`src/hdl/med_pkg.sv`:
```
package med_pkg;

  localparam int MaxElements = 6;
  localparam int CntW        = $clog2(MaxElements + 1);
  localparam int TimeW       = 32;
  localparam int AvgW        = 20;
  localparam int ToutW       = 24;
  localparam int CharW       = 7;

  localparam logic [ToutW-1:0] TimeoutReset = ToutW'(500000);
  localparam logic [2:0]       WordGapDits  = 3'd7;
  localparam logic [CharW-1:0] ChUnknown    = 7'h3f;
  localparam logic [CharW-1:0] ChSpace      = 7'h20;

  typedef enum logic [2:0] {
    OP_DIT      = 3'd0,
    OP_DAH      = 3'd1,
    OP_INTRA    = 3'd2,
    OP_CHAR_GAP = 3'd3,
    OP_WORD_GAP = 3'd4,
    OP_UNKNOWN  = 3'd5,
    OP_TICK     = 3'd6
  } med_op_e;

  typedef enum logic {
    REG_ENABLED = 1'b0,
    REG_TIMEOUT = 1'b1
  } med_reg_e;

  typedef struct packed {
    logic [2:0]       op;
    logic [TimeW-1:0] time_us;
    logic [AvgW-1:0]  dit_len_avg;
  } med_item_t;

  typedef struct packed {
    logic             emit;
    logic [CharW-1:0] ch;
    logic             space;
  } med_res_t;

  // ITU table; pattern is MSB-first, dah = 1
  function automatic logic [CharW-1:0] lookup_char(input logic [3:0] count,
                                                   input logic [7:0] bits);
    logic [CharW-1:0] c;
    c = ChUnknown;
    case (count)
      4'd1: begin
        case (bits)
          8'b0: c = 7'h45; // E
          8'b1: c = 7'h54; // T
          default: c = ChUnknown;
        endcase
      end
      4'd2: begin
        case (bits)
          8'b00: c = 7'h49; // I
          8'b01: c = 7'h41; // A
          8'b10: c = 7'h4e; // N
          8'b11: c = 7'h4d; // M
          default: c = ChUnknown;
        endcase
      end
      4'd3: begin
        case (bits)
          8'b000: c = 7'h53; // S
          8'b001: c = 7'h55; // U
          8'b010: c = 7'h52; // R
          8'b011: c = 7'h57; // W
          8'b100: c = 7'h44; // D
          8'b101: c = 7'h4b; // K
          8'b110: c = 7'h47; // G
          8'b111: c = 7'h4f; // O
          default: c = ChUnknown;
        endcase
      end
      4'd4: begin
        case (bits)
          8'b0000: c = 7'h48; // H
          8'b0001: c = 7'h56; // V
          8'b0010: c = 7'h46; // F
          8'b0100: c = 7'h4c; // L
          8'b0110: c = 7'h50; // P
          8'b0111: c = 7'h4a; // J
          8'b1000: c = 7'h42; // B
          8'b1001: c = 7'h58; // X
          8'b1010: c = 7'h43; // C
          8'b1011: c = 7'h59; // Y
          8'b1100: c = 7'h5a; // Z
          8'b1101: c = 7'h51; // Q
          default: c = ChUnknown;
        endcase
      end
      4'd5: begin
        case (bits)
          8'b11111: c = 7'h30;
          8'b01111: c = 7'h31;
          8'b00111: c = 7'h32;
          8'b00011: c = 7'h33;
          8'b00001: c = 7'h34;
          8'b00000: c = 7'h35;
          8'b10000: c = 7'h36;
          8'b11000: c = 7'h37;
          8'b11100: c = 7'h38;
          8'b11110: c = 7'h39;
          8'b10010: c = 7'h2f; // /
          8'b10110: c = 7'h28; // (
          8'b10001: c = 7'h3d; // =
          8'b01010: c = 7'h2b; // +
          default:  c = ChUnknown;
        endcase
      end
      4'd6: begin
        case (bits)
          8'b010101: c = 7'h2e; // .
          8'b110011: c = 7'h2c; // ,
          8'b111000: c = 7'h3a; // :
          8'b001100: c = ChUnknown;
          8'b011110: c = 7'h27; // '
          8'b100001: c = 7'h2d; // -
          8'b101101: c = 7'h29; // )
          8'b010010: c = 7'h22; // "
          8'b011010: c = 7'h40; // @
          default:   c = ChUnknown;
        endcase
      end
      default: c = ChUnknown;
    endcase
    return c;
  endfunction

endpackage

```
`src/hdl/med_core.sv`:
```
module med_core (
  input  logic                    clk_i,
  input  logic                    rst_ni,
  input  logic                    fire_i,
  input  med_pkg::med_item_t      item_i,
  input  logic                    enabled_i,
  input  logic [med_pkg::ToutW-1:0] timeout_i,
  output med_pkg::med_res_t       res_o
);
  import med_pkg::*;

  logic                   recv_q, recv_d;
  logic [MaxElements-1:0] bits_q, bits_d;
  logic [CntW-1:0]        cnt_q, cnt_d;
  logic [TimeW-1:0]       last_time_q, last_time_d;

  logic [TimeW-1:0] elapsed;
  logic [TimeW-1:0] limit;
  logic [AvgW+2:0]  avg_x7;
  logic [CharW-1:0] decoded;

  assign avg_x7  = ({3'b000, item_i.dit_len_avg} << 3) - {3'b000, item_i.dit_len_avg};
  assign limit   = (item_i.dit_len_avg != '0) ? TimeW'(avg_x7) : TimeW'(timeout_i);
  assign elapsed = item_i.time_us - last_time_q;
  assign decoded = lookup_char(4'(cnt_q), 8'(bits_q));

  always_comb begin
    recv_d      = recv_q;
    bits_d      = bits_q;
    cnt_d       = cnt_q;
    last_time_d = last_time_q;
    res_o       = '0;
    if (enabled_i) begin
      case (med_op_e'(item_i.op))
        OP_DIT, OP_DAH: begin
          last_time_d = item_i.time_us;
          if (recv_q && cnt_q >= CntW'(MaxElements)) begin
            // element overflow: '?' alone, back to idle
            recv_d   = 1'b0;
            bits_d   = '0;
            cnt_d    = '0;
            res_o.emit = 1'b1;
            res_o.ch   = ChUnknown;
          end else begin
            bits_d = {bits_q[MaxElements-2:0], item_i.op == OP_DAH};
            cnt_d  = cnt_q + CntW'(1);
            recv_d = 1'b1;
          end
        end
        OP_CHAR_GAP, OP_WORD_GAP, OP_TICK: begin
          if (recv_q && (item_i.op != OP_TICK || elapsed >= limit)) begin
            recv_d      = 1'b0;
            bits_d      = '0;
            cnt_d       = '0;
            res_o.emit  = 1'b1;
            res_o.ch    = decoded;
            res_o.space = item_i.op != OP_CHAR_GAP;
          end
        end
        default: ;
      endcase
    end
  end

  always_ff @(posedge clk_i or negedge rst_ni) begin
    if (!rst_ni) begin
      recv_q      <= 1'b0;
      bits_q      <= '0;
      cnt_q       <= '0;
      last_time_q <= '0;
    end else if (fire_i) begin
      recv_q      <= recv_d;
      bits_q      <= bits_d;
      cnt_q       <= cnt_d;
      last_time_q <= last_time_d;
    end
  end

endmodule

```
`src/hdl/morse_element_decoder_unit.sv`:
```
// Channel   Handshake              Payload
// in        in_valid_i/in_ready_o  op_i, time_us_i, dit_len_avg_i
// out       out_valid_o/out_ready_i char_code_o, last_o
// cfg       cfg_we_i               cfg_idx_i, cfg_data_i
//
// One in transaction per cycle unless a result waits for the output slot;
// items, then results, are registered. Word ends give two out transactions
// from the single output register; later results wait for the space.
// Reset (rst_ni low, async): idle, empty pattern, enabled, timeout 500000.
// A stalled output stops processing only for items that give a result.
module morse_element_decoder_unit (
  input  logic                        clk_i,
  input  logic                        rst_ni,
  input  logic                        in_valid_i,
  output logic                        in_ready_o,
  input  logic [2:0]                  op_i,
  input  logic [med_pkg::TimeW-1:0]   time_us_i,
  input  logic [med_pkg::AvgW-1:0]    dit_len_avg_i,
  output logic                        out_valid_o,
  input  logic                        out_ready_i,
  output logic [med_pkg::CharW-1:0]   char_code_o,
  output logic                        last_o,
  input  logic                        cfg_we_i,
  input  logic                        cfg_idx_i,
  input  logic [med_pkg::ToutW-1:0]   cfg_data_i
);
  import med_pkg::*;

  logic             enabled_q;
  logic [ToutW-1:0] timeout_q;

  logic             in_valid_q;
  med_item_t        item_q;

  logic             out_valid_q;
  logic [CharW-1:0] char_q;
  logic             last_q;
  logic             space_q;

  med_res_t         res;
  logic             out_free;
  logic             fire;

  always_ff @(posedge clk_i or negedge rst_ni) begin
    if (!rst_ni) begin
      enabled_q <= 1'b1;
      timeout_q <= TimeoutReset;
    end else if (cfg_we_i) begin
      case (med_reg_e'(cfg_idx_i))
        REG_ENABLED: enabled_q <= cfg_data_i[0];
        REG_TIMEOUT: timeout_q <= cfg_data_i;
        default: ;
      endcase
    end
  end

  // output slot can take new results this cycle
  assign out_free   = !out_valid_q || (out_ready_i && !space_q);
  assign fire       = in_valid_q && (!res.emit || out_free);
  assign in_ready_o = !in_valid_q || fire;

  always_ff @(posedge clk_i or negedge rst_ni) begin
    if (!rst_ni) begin
      in_valid_q <= 1'b0;
    end else if (in_ready_o) begin
      in_valid_q <= in_valid_i;
    end
  end

  always_ff @(posedge clk_i) begin
    if (in_ready_o && in_valid_i) begin
      item_q <= '{op: op_i, time_us: time_us_i, dit_len_avg: dit_len_avg_i};
    end
  end

  med_core u_core (
    .clk_i     (clk_i),
    .rst_ni    (rst_ni),
    .fire_i    (fire),
    .item_i    (item_q),
    .enabled_i (enabled_q),
    .timeout_i (timeout_q),
    .res_o     (res)
  );

  always_ff @(posedge clk_i or negedge rst_ni) begin
    if (!rst_ni) begin
      out_valid_q <= 1'b0;
      space_q     <= 1'b0;
    end else if (fire && res.emit) begin
      out_valid_q <= 1'b1;
      space_q     <= res.space;
    end else if (out_valid_q && out_ready_i) begin
      out_valid_q <= space_q;
      space_q     <= 1'b0;
    end
  end

  always_ff @(posedge clk_i) begin
    if (fire && res.emit) begin
      char_q <= res.ch;
      last_q <= !res.space;
    end else if (out_valid_q && out_ready_i && space_q) begin
      char_q <= ChSpace;
      last_q <= 1'b1;
    end
  end

  assign out_valid_o = out_valid_q;
  assign char_code_o = char_q;
  assign last_o      = last_q;

  a_space_needs_slot: assert property (
    @(posedge clk_i) disable iff (!rst_ni) space_q |-> out_valid_q
  ) else $error("space pending without a held result");

  a_space_follows: assert property (
    @(posedge clk_i) disable iff (!rst_ni)
    (out_valid_o && out_ready_i && !last_o) |=>
      (out_valid_o && last_o && char_code_o == ChSpace)
  ) else $error("word end not followed by a space");

  a_no_emit_disabled: assert property (
    @(posedge clk_i) disable iff (!rst_ni) !enabled_q |-> !(fire && res.emit)
  ) else $error("result produced while disabled");

endmodule

```
`config.mk`:
```
export PLATFORM = sky130hd
export DESIGN_NAME = morse_element_decoder_unit
export DESIGN_NICKNAME = d
export VERILOG_FILES = /design/src/hdl/med_pkg.sv /design/src/hdl/med_core.sv /design/src/hdl/morse_element_decoder_unit.sv
export SDC_FILE = /design/constraint.sdc
export NUM_CORES = 1
export LEC_CHECK = 0
export BUFFER_PORTS_ARGS = -buffer_cell sky130_fd_sc_hd__buf_2
export CAP_MARGIN = 5
export CORE_ASPECT_RATIO = 0.9
export CORE_UTILIZATION = 65
export CTS_CLUSTER_DIAMETER = 50
export CTS_CLUSTER_SIZE = 25
export DETAILED_ROUTE_END_ITERATION = 16
export GPL_TIMING_DRIVEN = 0
export PLACE_DENSITY = 0.87
export SYNTH_ARGS = -nofsm -noshare
export SYNTH_HDL_FRONTEND = slang
export SYNTH_SLANG_ARGS = --single-unit
```
`constraint.sdc`:
```
create_clock -name clk_i -period 11.2 [get_ports clk_i]
set_input_delay 1.12 -clock clk_i [delete_from_list [all_inputs] [get_ports clk_i]]
set_output_delay 1.12 -clock clk_i [all_outputs]
set_load 0.02 [all_outputs]
```
-- Yosys cells after proc, flatten, opt, wreduce, memory -nomap -nowiden
Memories as Yosys holds them, arrays and structs flattened.
Index checks and enable logic that the tools add are counted.
Widths: inputs -> output; s select.
- add/subtract/negate cells: 3
- multipliers: 0
- divide/modulo/power cells: 0
- $lt $le $gt $ge: 2
- equal/unequal tests: 24
- shift-type cells: 0
- muxes and demuxes: 30
- bitwise gates (word level): 1
- reduce and logical (&&, ||, !) cells: 31
- operator list (cell ; number):
    $pmux 7 s8 ; 1
    $pmux 7 s6 ; 1
    $mux 7 ; 5
    $ge 32x32->1 ; 1
    $sub 32x32->32 ; 1
    $pmux 7 s4 ; 1
    $eq 6x5->1 const B ; 4
    $eq 6x6->1 const B ; 4
    $mux 24 ; 1
    $sub 23x20->23 ; 1
    $reduce_bool 20->1 ; 1
    $mux 9 ; 2
    $pmux 8 s2 ; 1
    $eq 3x3->1 const B ; 5
    $pmux 7 s2 ; 1
    $eq 6x2->1 const B ; 2
    $mux 6 ; 2
    $pmux 6 s2 ; 1
    $eq 3x2->1 const B ; 3
    $mux 1 ; 9
    $logic_and 1x1->1 ; 8
    $mux 8 ; 1
    $eq 3x1->1 const B ; 2
    $eq 6x1->1 const B ; 1
    other kinds (20) ; 32
- bits in registers: 133
- latch bits: 0
- bits in writable memories: 0
- bits in read-only memories: 312
- bits of input ports: 85
- word-level logic and storage cells: 108
- memories kept: 3
- memory list (memory ; depth ; bits a word ; rd ports ; clocked after memory_dff ; wr ports ; RTL line ; text):
    (no name shown) ; 32 ; 5 ; 1 ; 0 ; 0 ; med_pkg.sv:95 ; case (bits)
    (no name shown) ; 16 ; 7 ; 1 ; 0 ; 0 ; med_pkg.sv:78 ; case (bits)
    (no name shown) ; 8 ; 5 ; 1 ; 0 ; 0 ; med_pkg.sv:65 ; case (bits)

-- Longest topological paths before layout
Gate-level depths: netlist of the first run.
- depth after elaboration: 13
- gate-level depth with buffers: 24

-- Cells and area by module
From an unflattened synthesis of the first run, not the netlist that was laid out.
- cells, all modules: 1002
- area total of the unflattened synthesis: 9490.4 um^2
- modules (own cells, without submodules) (module ; times used ; cells an instance ; area an instance (um^2)):
    med_core ; 1 ; 859 ; 6328.6
    morse_element_decoder_unit ; 1 ; 143 ; 3161.8

-- Least setup slack after synthesis of the first run
No wires, ideal clock.
- kind: flip-flop to flip-flop
- start: reg item_q[0] in the netlist's numbering
- end: reg item_q[0] in the netlist's numbering (enable)
- library setup time: 0.417 ns
- arrival: 5.471 ns
- required time: 10.783 ns
- path slack: 5.313 ns
- cell stages (with the launch flop): 20
- period minus slack after synthesis: 5.887 ns
- path through: edfxtp_1 ha_1 and3b_1 o21a_1 o2111ai_1 a211oi_1 o21ai_0 a21o_1 a21oi_1 a2111o_1 a221oi_1 ha_1 a21o_1 a221oi_1 o211ai_1 a31oi_1 o2111ai_1 o31ai_1 and2_1 o21a_1
- word-level cells in the longest chain between the ends: 13
- ends and longest elaborated chain (what ; RTL line ; text):
    start: declaration ; morse_element_decoder_unit.sv:33 ; med_item_t item_q;
    start signal: assignment ; morse_element_decoder_unit.sv:72 ; item_q <= '{op: op_i, time_us: time_us_i, dit_len_avg: dit_len_avg_i};
    $sub 23x20->23 or $reduce_bool 20->1 (tied branches) ; med_core.sv:22, med_core.sv:23 ;
    $mux 24 (*) ; med_core.sv:23 ; assign limit = (item_i.dit_len_avg != '0) ? TimeW'(avg_x7) : TimeW'(timeout_i);
    $ge 32x32->1 (*) ; med_core.sv:51 ; if (recv_q && (item_i.op != OP_TICK || elapsed >= limit)) begin
    $logic_or 1x1->1 (*) ; med_core.sv:51 ;
    $logic_and 1x1->1 (*) ; med_core.sv:51 ;
    $mux 9 (*) ; med_core.sv:51 ;
    $pmux 8 s2 (*) ; med_core.sv:34 ; case (med_op_e'(item_i.op))
    $mux 9 (*) ; med_core.sv:33 ; if (enabled_i) begin
    $logic_not 1->1 (*) ; morse_element_decoder_unit.sv:59 ; assign fire = in_valid_q && (!res.emit || out_free);
    $logic_or 1x1->1 (*) ; morse_element_decoder_unit.sv:59 ;
    $logic_and 1x1->1 (*) ; morse_element_decoder_unit.sv:59 ;
    $logic_or 1x1->1 (*) ; morse_element_decoder_unit.sv:60 ; assign in_ready_o = !in_valid_q || fire;
    $logic_and 1x1->1 (*) ; morse_element_decoder_unit.sv:71 ; if (in_ready_o && in_valid_i) begin
Every way passes the cells marked *; elsewhere a longest branch is shown, timed or not.
A chain may end at the register's enable or synchronous reset.

-- Worst setup path after layout of the first run
- start: reg item_q[0] in the netlist's numbering
- end: out in_ready_o
- word-level cells in the longest chain between the ends: 12
- ends and longest elaborated chain (what ; RTL line ; text):
    $sub 23x20->23 or $reduce_bool 20->1 (tied branches) ; med_core.sv:22, med_core.sv:23 ;
    $mux 24 (*) ; med_core.sv:23 ;
    $ge 32x32->1 (*) ; med_core.sv:51 ;
    $logic_or 1x1->1 (*) ; med_core.sv:51 ;
    $logic_and 1x1->1 (*) ; med_core.sv:51 ;
    $mux 9 (*) ; med_core.sv:51 ;
    $pmux 8 s2 (*) ; med_core.sv:34 ;
    $mux 9 (*) ; med_core.sv:33 ;
    $logic_not 1->1 (*) ; morse_element_decoder_unit.sv:59 ;
    $logic_or 1x1->1 (*) ; morse_element_decoder_unit.sv:59 ;
    $logic_and 1x1->1 (*) ; morse_element_decoder_unit.sv:59 ;
    $logic_or 1x1->1 (*) ; morse_element_decoder_unit.sv:60 ;
    end: declaration ; morse_element_decoder_unit.sv:15 ; output logic in_ready_o,
Marks and branches as above.

==> results.json, run 1 <==
{
  "status": "completed",
  "layout-drive-gt1-share": 0.202,
  "die_w_um": 128,
  "worst-path-max-fanout": 5,
  "seq_power_share": 0.288,
  "p_comb_frac": 0.470,
  "dr.pass1.iters": 5,
  "netSwitchingFraction": 0.398,
  "start_kind": "flop",
  "setup_viol": 0,
  "rsz0062_at_grt": "no",
  "vias": 7975,
  "path_clk_slew_ns": 0.06,
  "grt_usage": 0.331,
  "timing.rr.start": "item_q[0]",
  "worst_r2r_endpoint": "item_q[5]",
  "syn-cell-area_sq_mm": 0.00925,
  "grt_max_degree": 49,
  "clock_sinks": 133,
  "gr-total-overflow": 0,
  "crit_path_end": "in_ready_o",
  "synthAdderAreaFrac": 0.114,
  "wl_um": 23100,
  "cp-end-kind": "output port",
  "p_clk_frac": 0.242,
  "die-height_um": 115,
  "min_period_ns": 7.40,
  "drv_slew": 0,
  "drtAntennaViolNets": 0,
  "clk_path_buf_depth": 2,
  "fillerInstances": 926,
  "syn_nets": 1115,
  "setup.worst_path.class": "reg -> out",
  "max_freq_mhz": 135,
  "p_per_area_mw_per_mm2": 221,
  "synthToLayoutAreaGrowth_pct": 14.6,
  "drcViolationCount": 0,
  "nets": 1230,
  "cts_buffers": 17,
  "hold_path.class": "reg -> reg",
  "grt_first_pass_wirelength_um": 37600,
  "critPathLaunch": "item_q[0]",
  "leakage_uw": 0.00456,
  "skew_ns": 0.00940,
  "p_sw_uw": 932,
  "cap_violations": 0,
  "avgSynthCellArea_sq_um": 9.78,
  "antenna_found_initial": 0,
  "fp.coreArea_sq_mm": 0.0136,
  "total_power_uw": 2340,
  "finalWeightedCongestion": 0.935,
  "cts-root-buf": "clkbuf_16",
  "holdPathStages": 1,
  "multiInputGateArea_sq_mm": 0.00521,
  "cts_setup_buffers": 0,
  "layout_commonest_cell": "buf_2",
  "finalCritPeriodShare": 0.661,
  "drt-vias-per-instance": 6.31,
  "internal_power_uw": 1410,
  "cts_htree_levels": 4,
  "ctsHoldBuffers": 0,
  "rows": 40,
  "top_level_ports": 95,
  "diodes": 0,
  "register_area_sq_mm": 0.00365,
  "hold_viol_final": 0,
  "cts_tree": "done",
  "dieArea_sq_mm": 0.0147,
  "synth_warnings": 0,
  "synthCells": 946,
  "initial_core_util": 0.680,
  "wl_per_cell_um": 18.3,
  "ys_seq_area_frac": 0.395,
  "grt_pass1_vias": 7722,
  "ys_top_cells_by_area": "edfxtp_1 (20%), dfrtp_1 (17%), ha_1 (11%)",
  "async_reset_ff_frac": 0.526,
  "io_buffers": 94,
  "dpl.hpwl_um": 17000,
  "r2r_setup_slack_ns": 4.53,
  "synth_ff_type": "edfxtp_1",
  "synth_enable_flop_cells": 63,
  "required_ns": 10.08,
  "yosysTopAreaCell": "edfxtp_1",
  "cts_resized": 0,
  "synth.area.mux_share": 0.0803,
  "ys_ff_latch": 133,
  "synth_xor_area_frac": 0.0350,
  "synth-simple-area-share": 0.130,
  "yosysUniqueCellTypes": 74,
  "initialDrtViolationCount": 778,
  "synth_top_family_by_area": "compound AO/OA/AOI/OAI gates",
  "peakVddDrop_mv": 0.162,
  "layout_common_cells": "buf_2 (98), a21oi_1 (94), ha_1 (83)",
  "final.setup.tns_ns": 0,
  "synth-compound-area-share": 0.203,
  "relSlewSlack": 0.477,
  "rr_worst_depth": 20,
  "synth_top_area_frac": 0.204,
  "clk-insertion-delay-late_ns": 0.44,
  "tightest_slew_ns": 0.785,
  "cp.arrival_ns": 6.28
}
power by group through the flow:
stage | combinational (uW) | sequential [uW] | clock [uW]
floorplan | 826 | 662 | 0
global placement | 1030 | 674 | 0
detailed placement | 1070 | 679 | 0
CTS | 1080 | 672 | 574
global route | 1220 | 684 | 595
finish | 1100 | 674 | 567
logic make-up after synthesis:
kind of cell	after synthesis
buffers and inverters	100
AND/OR/NAND/NOR	241
XOR/XNOR	37
flip-flops	133
AO/OA/AOI/OAI	284
adder cells (fa/ha/maj)	84
multiplexers	67
worst min-delay path by stage:
stage | start | end | slack [ns]
after floorplan | u_core.last_time_q[0] | u_core.last_time_q[0] | 0.45
after global placement | u_core.last_time_q[0] | u_core.last_time_q[0] | 0.48
after detailed placement | u_core.last_time_q[4] | u_core.last_time_q[4] | 0.49
after CTS | u_core.last_time_q[3] | u_core.last_time_q[3] | 0.51
after global routing | timeout_q[21] | timeout_q[21] | 0.52
final | u_core.last_time_q[3] | u_core.last_time_q[3] | 0.50
stage by stage:
step	instances	setup slack (ns)	utilization	hold WS, ns	area (sq um)
2_1_floorplan	946	5.31	-	0.454	9250
4_1_cts	1263	3.92	0.779	0.507	10600
6_report	1263	3.80	0.779	0.504	10600
3_5_place_dp	1231	4.46	0.735	0.493	10000
3_3_place_gp	1229	3.74	0.732	0.476	9960
5_1_grt	1263	3.54	0.779	0.517	10600
worst max-delay path: stages, from the launching register on:
cell	delay, ns
edfxtp_1	0.46
ha_1	0.37
and3b_1	0.22
o21a_1	0.22
o2111ai_1	0.35
a211oi_1	0.18
o21ai_0	0.37
a21o_1	0.19
a21oi_1	0.10
a2111o_1	0.44
a221oi_1	0.50
ha_1	0.36
a21o_1	0.16
a221oi_1	0.34
o211ai_1	0.20
a31oi_1	0.31
o2111ai_1	0.21
o31ai_1	0.30
and2_1	0.27
or2_2	0.13
buf_2	0.15
layout make-up:
cell class              instances  share of cell area
well taps                     189              0.0223
flip-flops and latches        133               0.344
plain buffers                  31              0.0124
inverters                      69              0.0244
multi-input cells             713               0.491
repair buffers                 96              0.0491
clock buffers                  18              0.0405
clock inverters                14              0.0158
Yosys cell counts (all sizes together) (3+ instances only):
cell	instances
o2111ai	9
xnor2	22
nand2	70
and3b	3
a21boi	4
nor2b	11
a22oi	3
a31o	3
dfstp	8
a31oi	9
o21a	12
o31ai	7
or2	4
mux2	58
a32o	7
mux2i	9
o21bai	6
inv	69
clkbuf	22
o21ai	45
o211ai	10
edfxtp	63
o31a	6
o2bb2ai	3
nor4	7
nand3b	3
nand3	16
a221oi	4
nor2	53
buf	9
dfrtp	62
ha	83
a21oi	94
nand2b	10
and2	5
or3	7
xor2	15
a211oi	10
nor3	23
nand4	17
nor4b	3
a21o	25
o22ai	5
layer usage:
metal / global-route usage / vias to the layer above / wire length, um
li1: - / 3766 / -
met1: 0.423 / 3823 / 10000
met2: 0.534 / 324 / 10800
met3: 0.0814 / 62 / 1510
met4: 0.154 / 0 / 711
met5: 0 / - / 0
registers in the layout, summed over array words and instances (netlist names), 3 cells and up:
register / count
char_code_o: 7
item_q: 55
timeout_q: 24
u_core.bits_q: 6
u_core.cnt_q: 3
u_core.last_time_q: 32
(Power assumes the default switching activity.)
==> run 2, diff against run 1 <==
--- a/config.mk
+++ b/config.mk
@@ -8,12 +8,12 @@
 export BUFFER_PORTS_ARGS = -buffer_cell sky130_fd_sc_hd__buf_2
 export CAP_MARGIN = 5
 export CORE_ASPECT_RATIO = 0.9
-export CORE_UTILIZATION = 65
+export CORE_UTILIZATION = 60
 export CTS_CLUSTER_DIAMETER = 50
 export CTS_CLUSTER_SIZE = 25
 export DETAILED_ROUTE_END_ITERATION = 16
 export GPL_TIMING_DRIVEN = 0
-export PLACE_DENSITY = 0.87
+export PLACE_DENSITY = 0.81
 export SYNTH_ARGS = -nofsm -noshare
 export SYNTH_HDL_FRONTEND = slang
 export SYNTH_SLANG_ARGS = --single-unit
==> constraint.sdc (replaced) <==
create_clock -name clk_i -period 7.7 [get_ports clk_i]
set_input_delay 0.77 -clock clk_i [delete_from_list [all_inputs] [get_ports clk_i]]
set_output_delay 0.77 -clock clk_i [all_outputs]
set_load 0.02 [all_outputs]
==> run 2 against run 1 <==
  * Flip-flop and latch count is the same
  * Register-to-register slack worse by 3.5 ns
  * Combinational power increased by 45%
  * Critical path depth unchanged
==> results.json, run 2 (same netlist as run 1, synthesis figures left out) <==
{
  "hold_viol_final": 0,
  "die-height_um": 120,
  "peakVddDrop_mv": 0.207,
  "cts_tree": "done",
  "netSwitchingFraction": 0.399,
  "grt_first_pass_wirelength_um": 37500,
  "fillerInstances": 1145,
  "seq_power_share": 0.292,
  "grt_usage": 0.299,
  "wl_um": 22300,
  "layout_common_cells": "buf_2 (98), a21oi_1 (94), ha_1 (83)",
  "cts_setup_buffers": 0,
  "reg.largest.list": "item_q (55), u_core.last_time_q (32), timeout_q (24)",
  "drv_slew": 0,
  "layout_commonest_cell": "buf_2",
  "die_w_um": 133,
  "skew_ns": 0.0142,
  "status": "completed",
  "drtAntennaViolNets": 0,
  "total_power_uw": 3350,
  "internal_power_uw": 2010,
  "p_sw_uw": 1340,
  "clk-insertion-delay-late_ns": 0.43,
  "path_clk_slew_ns": 0.06,
  "cap_violations": 0,
  "worst-path-max-fanout": 5,
  "finalCritPeriodShare": 0.896,
  "largest-register": "item_q",
  "grt_max_degree": 50,
  "drt-vias-per-instance": 6.16,
  "dpl.hpwl_um": 16800,
  "diodes": 0,
  "p_comb_frac": 0.478,
  "wl_per_cell_um": 17.6,
  "rows": 42,
  "setup.worst_path.class": "reg -> out",
  "p_per_area_mw_per_mm2": 316,
  "min_period_ns": 6.90,
  "setup_viol": 0,
  "synthToLayoutAreaGrowth_pct": 14.3,
  "dr.pass1.iters": 5,
  "cts-root-buf": "clkbuf_16",
  "p_clk_frac": 0.230,
  "initialDrtViolationCount": 568,
  "hold_path.class": "in -> async",
  "dieArea_sq_mm": 0.0159,
  "clk_path_buf_depth": 2,
  "drcViolationCount": 0,
  "initial_core_util": 0.622,
  "io_buffers": 94,
  "final.setup.tns_ns": 0,
  "gr-total-overflow": 0,
  "cts_htree_levels": 4,
  "leakage_uw": 0.00455,
  "cp.arrival_ns": 6.13,
  "cp-end-kind": "output port",
  "start_kind": "flop",
  "ctsHoldBuffers": 0,
  "clock_sinks": 133,
  "nets": 1230,
  "grt_pass1_vias": 7696,
  "antenna_found_initial": 0,
  "relSlewSlack": 0.416,
  "top_level_ports": 95,
  "cts_buffers": 17,
  "tightest_slew_ns": 0.876,
  "vias": 7830,
  "rsz0062_at_grt": "no",
  "fp.coreArea_sq_mm": 0.0149,
  "finalWeightedCongestion": 0.926,
  "layout-drive-gt1-share": 0.202,
  "cts_resized": 0,
  "largest_reg_flops": 55,
  "required_ns": 6.93,
  "max_freq_mhz": 145
}
run 2: changes by cell type in the layout (fill, tap and decap cells not counted), sizes merged:
| cell | change |
|---|---|
| bufinv | -1 |
| clkinvlp | -1 |
| clkinv | +7 |
| inv | -5 |
run 2: critical path: stages, from the launching register on:
cell and delay [ns]:
edfxtp_1 0.44, ha_1 0.36, and3b_1 0.21, o21a_1 0.21, o2111ai_1 0.30, a211oi_1 0.15
o21ai_0 0.36, a21o_1 0.19, a21oi_1 0.10, a2111o_1 0.44, a221oi_1 0.56, ha_1 0.36
a21o_1 0.18, a221oi_1 0.37, o211ai_1 0.17, a31oi_1 0.27, o2111ai_1 0.21, o31ai_1 0.29
and2_1 0.25, or2_2 0.13, buf_2 0.15
run 2: final timing paths:
path	depth (start not counted)	endpoint	from	slack, ns
setup / recovery	20	in_ready_o	item_q[0]	0.80
hold / removal	1	u_core.last_time_q[24]	rst_ni	0.25
setup reg to reg	20	item_q[11]	item_q[0]	1.08
hold reg to reg	1	u_core.last_time_q[9]	u_core.last_time_q[9]	0.51
max in group asynchronous	2	timeout_q[15]	rst_ni	6.83
min in group clk_i	1	u_core.last_time_q[9]	u_core.last_time_q[9]	0.51
run 2: area by class of cell:
class                      count  area [sq um]  area share
sequential                   133          3650       0.345
tap                          198           248      0.0234
timing repair buffer          96           520      0.0492
clock inverter                14           129      0.0122
clock buffer                  18           429      0.0406
inverter                      69           259      0.0245
buffer                        31           131      0.0124
multi-input combinational    713          5210       0.492
run 2: metal layers:
layer	wire, um	track usage	vias to the layer above	share of wire
met4	354	0.0898	0	0.016
met2	10400	0.483	267	0.47
met1	10300	0.404	3764	0.46
met5	0	0	-	0
met3	1300	0.0617	31	0.058
li1	-	-	3768	-
run 2: metrics by stage:
| stage | util | setup slack (ns) | std cells | instance area (sq um) | hold WS (ns) |
|---|---|---|---|---|---|
| after detailed placement | 0.674 | 1.18 | 1240 | 10000 | 0.485 |
| after CTS | 0.711 | 0.865 | 1272 | 10600 | 0.256 |
| after global routing | 0.711 | 0.224 | 1272 | 10600 | 0.275 |
| after floorplan | - | 1.81 | 946 | 9250 | 0.454 |
| after global placement | 0.670 | 0.171 | 1238 | 9970 | 0.476 |
| final | 0.711 | 0.802 | 1272 | 10600 | 0.251 |
run 2: power groups by stage:
| stage | combinational (uW) | sequential (uW) | clock [uW] |
|---|---|---|---|
| after global placement | 1510 | 979 | 0 |
| final | 1600 | 977 | 771 |
| after CTS | 1580 | 975 | 781 |
| after global routing | 1790 | 991 | 809 |
| after floorplan | 1200 | 962 | 0 |
| after detailed placement | 1550 | 987 | 0 |
==> run 3, diff against run 2 <==
--- a/config.mk
+++ b/config.mk
@@ -5,7 +5,7 @@
 export SDC_FILE = /design/constraint.sdc
 export NUM_CORES = 1
 export LEC_CHECK = 0
-export BUFFER_PORTS_ARGS = -buffer_cell sky130_fd_sc_hd__buf_2
+export BUFFER_PORTS_ARGS = -buffer_cell sky130_fd_sc_hd__clkbuf_2
 export CAP_MARGIN = 5
 export CORE_ASPECT_RATIO = 0.9
 export CORE_UTILIZATION = 60
==> run 3 against run 2 <==
  * Flip-flop and latch count did not move
  * Sequential share of layout area about the same
  * Final area decreased by 0.14%
  * Via count fell by 0.97%
  * Power down 0.79%
  * Register-to-register slack lost 0.03 ns
  * Non-clock buffer count stayed put
  * Clock power shrank 2%
  * Hold slack improved by 0.015 ns
  * Routed wire length shrank 1.3%
  * Critical endpoint unchanged
  * Largest cell class unchanged
  * Highest routed layer unchanged
==> results.json, run 3 (same netlist as run 1, synthesis figures left out) <==
{
  "final.setup.tns_ns": 0,
  "drt-vias-per-instance": 6.10,
  "p_per_area_mw_per_mm2": 314,
  "worst_r2r_endpoint": "item_q[17]",
  "leakage_uw": 0.00456,
  "status": "completed",
  "grt_first_pass_wirelength_um": 36400,
  "clk_path_buf_depth": 2,
  "dpl.hpwl_um": 16700,
  "cts_resized": 0,
  "dr.pass1.iters": 6,
  "cp-end-kind": "output port",
  "rr_worst_depth": 20,
  "worst-path-max-fanout": 5,
  "r2r_setup_slack_ns": 1.05,
  "cts-root-buf": "clkbuf_16",
  "cts_buffers": 17,
  "vias": 7754,
  "drv_slew": 0,
  "antenna_found_initial": 0,
  "max_freq_mhz": 144,
  "worst_hold_slack_ns": 0.266,
  "skew_ns": 0.0104,
  "largest_reg_flops": 55,
  "rows": 42,
  "cts_setup_buffers": 0,
  "reg.largest.list": "item_q (55), u_core.last_time_q (32), timeout_q (24)",
  "start_kind": "flop",
  "initial_core_util": 0.622,
  "wl_per_cell_um": 17.3,
  "tightest_slew_ns": 0.877,
  "fin_ws_ns": 0.733,
  "clk-insertion-delay-late_ns": 0.43,
  "drcViolationCount": 0,
  "setup.worst_path.class": "reg -> out",
  "grt_usage": 0.291,
  "nets": 1230,
  "place_ws_ns": 1.17,
  "clock_sinks": 133,
  "p_clk_frac": 0.227,
  "peakVddDrop_mv": 0.231,
  "p_comb_frac": 0.479,
  "rsz0062_at_grt": "no",
  "wl_um": 22100,
  "timing.rr.start": "item_q[0]",
  "netSwitchingFraction": 0.397,
  "fp.coreArea_sq_mm": 0.0149,
  "setup_viol": 0,
  "initialDrtViolationCount": 598,
  "gr-total-overflow": 0,
  "finalCritPeriodShare": 0.905,
  "ctsHoldBuffers": 0,
  "top_level_ports": 95,
  "internal_power_uw": 2000,
  "largest-register": "item_q",
  "cap_violations": 0,
  "dieArea_sq_mm": 0.0159,
  "seq_power_share": 0.293,
  "cp.arrival_ns": 6.20,
  "synthToLayoutAreaGrowth_pct": 14.2,
  "cts_htree_levels": 4,
  "relSlewSlack": 0.415,
  "hold_viol_final": 0,
  "required_ns": 6.93,
  "path_clk_slew_ns": 0.06,
  "die-height_um": 120,
  "grt_max_degree": 56,
  "layout_common_cells": "a21oi_1 (94), clkbuf_2 (94), ha_1 (83)",
  "diodes": 0,
  "grt_pass1_vias": 7518,
  "total_power_uw": 3320,
  "finalWeightedCongestion": 0.919,
  "die_w_um": 133,
  "p_sw_uw": 1320,
  "min_period_ns": 6.97,
  "cts_tree": "done",
  "drtAntennaViolNets": 0,
  "io_buffers": 94,
  "layout-drive-gt1-share": 0.200,
  "hold_path.class": "in -> async"
}
-- run 3: routing by layer --
layer	routed length [um]	track usage
met1	9880	0.381
met2	10200	0.476
met3	1540	0.0646
met4	480	0.103
met5	0	0
-- run 3: per-stage QoR --
stage | std cells | instance area (sq um) | utilization
global route | 1272 | 10600 | 0.710
finish | 1272 | 10600 | 0.710
detailed placement | 1240 | 10000 | 0.674
CTS | 1272 | 10600 | 0.710
floorplan | 946 | 9250 | -
global placement | 1238 | 9970 | 0.670
-- run 3: layout make-up --
class                   instances  area, sq um
plain buffers                  31          131
clock inverters                14          114
repair buffers                 96          520
inverters                      69          259
fillers                      1095         4310
well taps                     198          248
flip-flops and latches        133         3650
clock buffers                  18          429
multi-input cells             713         5210
-- run 3: worst max-delay path by stage --
stage / cells after the start / slack [ns] / start / endpoint
2_1_floorplan: 19 / 1.81 / item_q[0] / item_q[0]
3_3_place_gp: 19 / 0.15 / item_q[0] / item_q[19]
3_5_place_dp: 20 / 1.17 / item_q[0] / item_q[19]
4_1_cts: 20 / 0.86 / item_q[0] / in_ready_o
5_1_grt: 22 / 0.38 / item_q[0] / in_ready_o
6_report: 20 / 0.73 / item_q[0] / in_ready_o
-- run 3: power groups by stage --
stage / registers [uW] / clock network, uW / logic (uW)
floorplan: 962 / 0 / 1200
global placement: 980 / 0 / 1510
detailed placement: 985 / 0 / 1550
CTS: 974 / 762 / 1570
global route: 991 / 789 / 1780
finish: 974 / 755 / 1590
-- run 3: worst max-delay path, stage by stage (launching register included) --
cell and delay [ns]:
edfxtp_1 0.43, ha_1 0.36, and3b_1 0.21, o21a_1 0.21, o2111ai_1 0.30, a211oi_1 0.17, o21ai_0 0.35, a21o_1 0.20
a21oi_1 0.10, a2111o_1 0.43, a221oi_1 0.55, ha_1 0.36, a21o_1 0.16, a221oi_1 0.42, o211ai_1 0.17, a31oi_1 0.27
o2111ai_1 0.21, o31ai_1 0.30, and2_1 0.27, or2_2 0.14, clkbuf_2 0.15
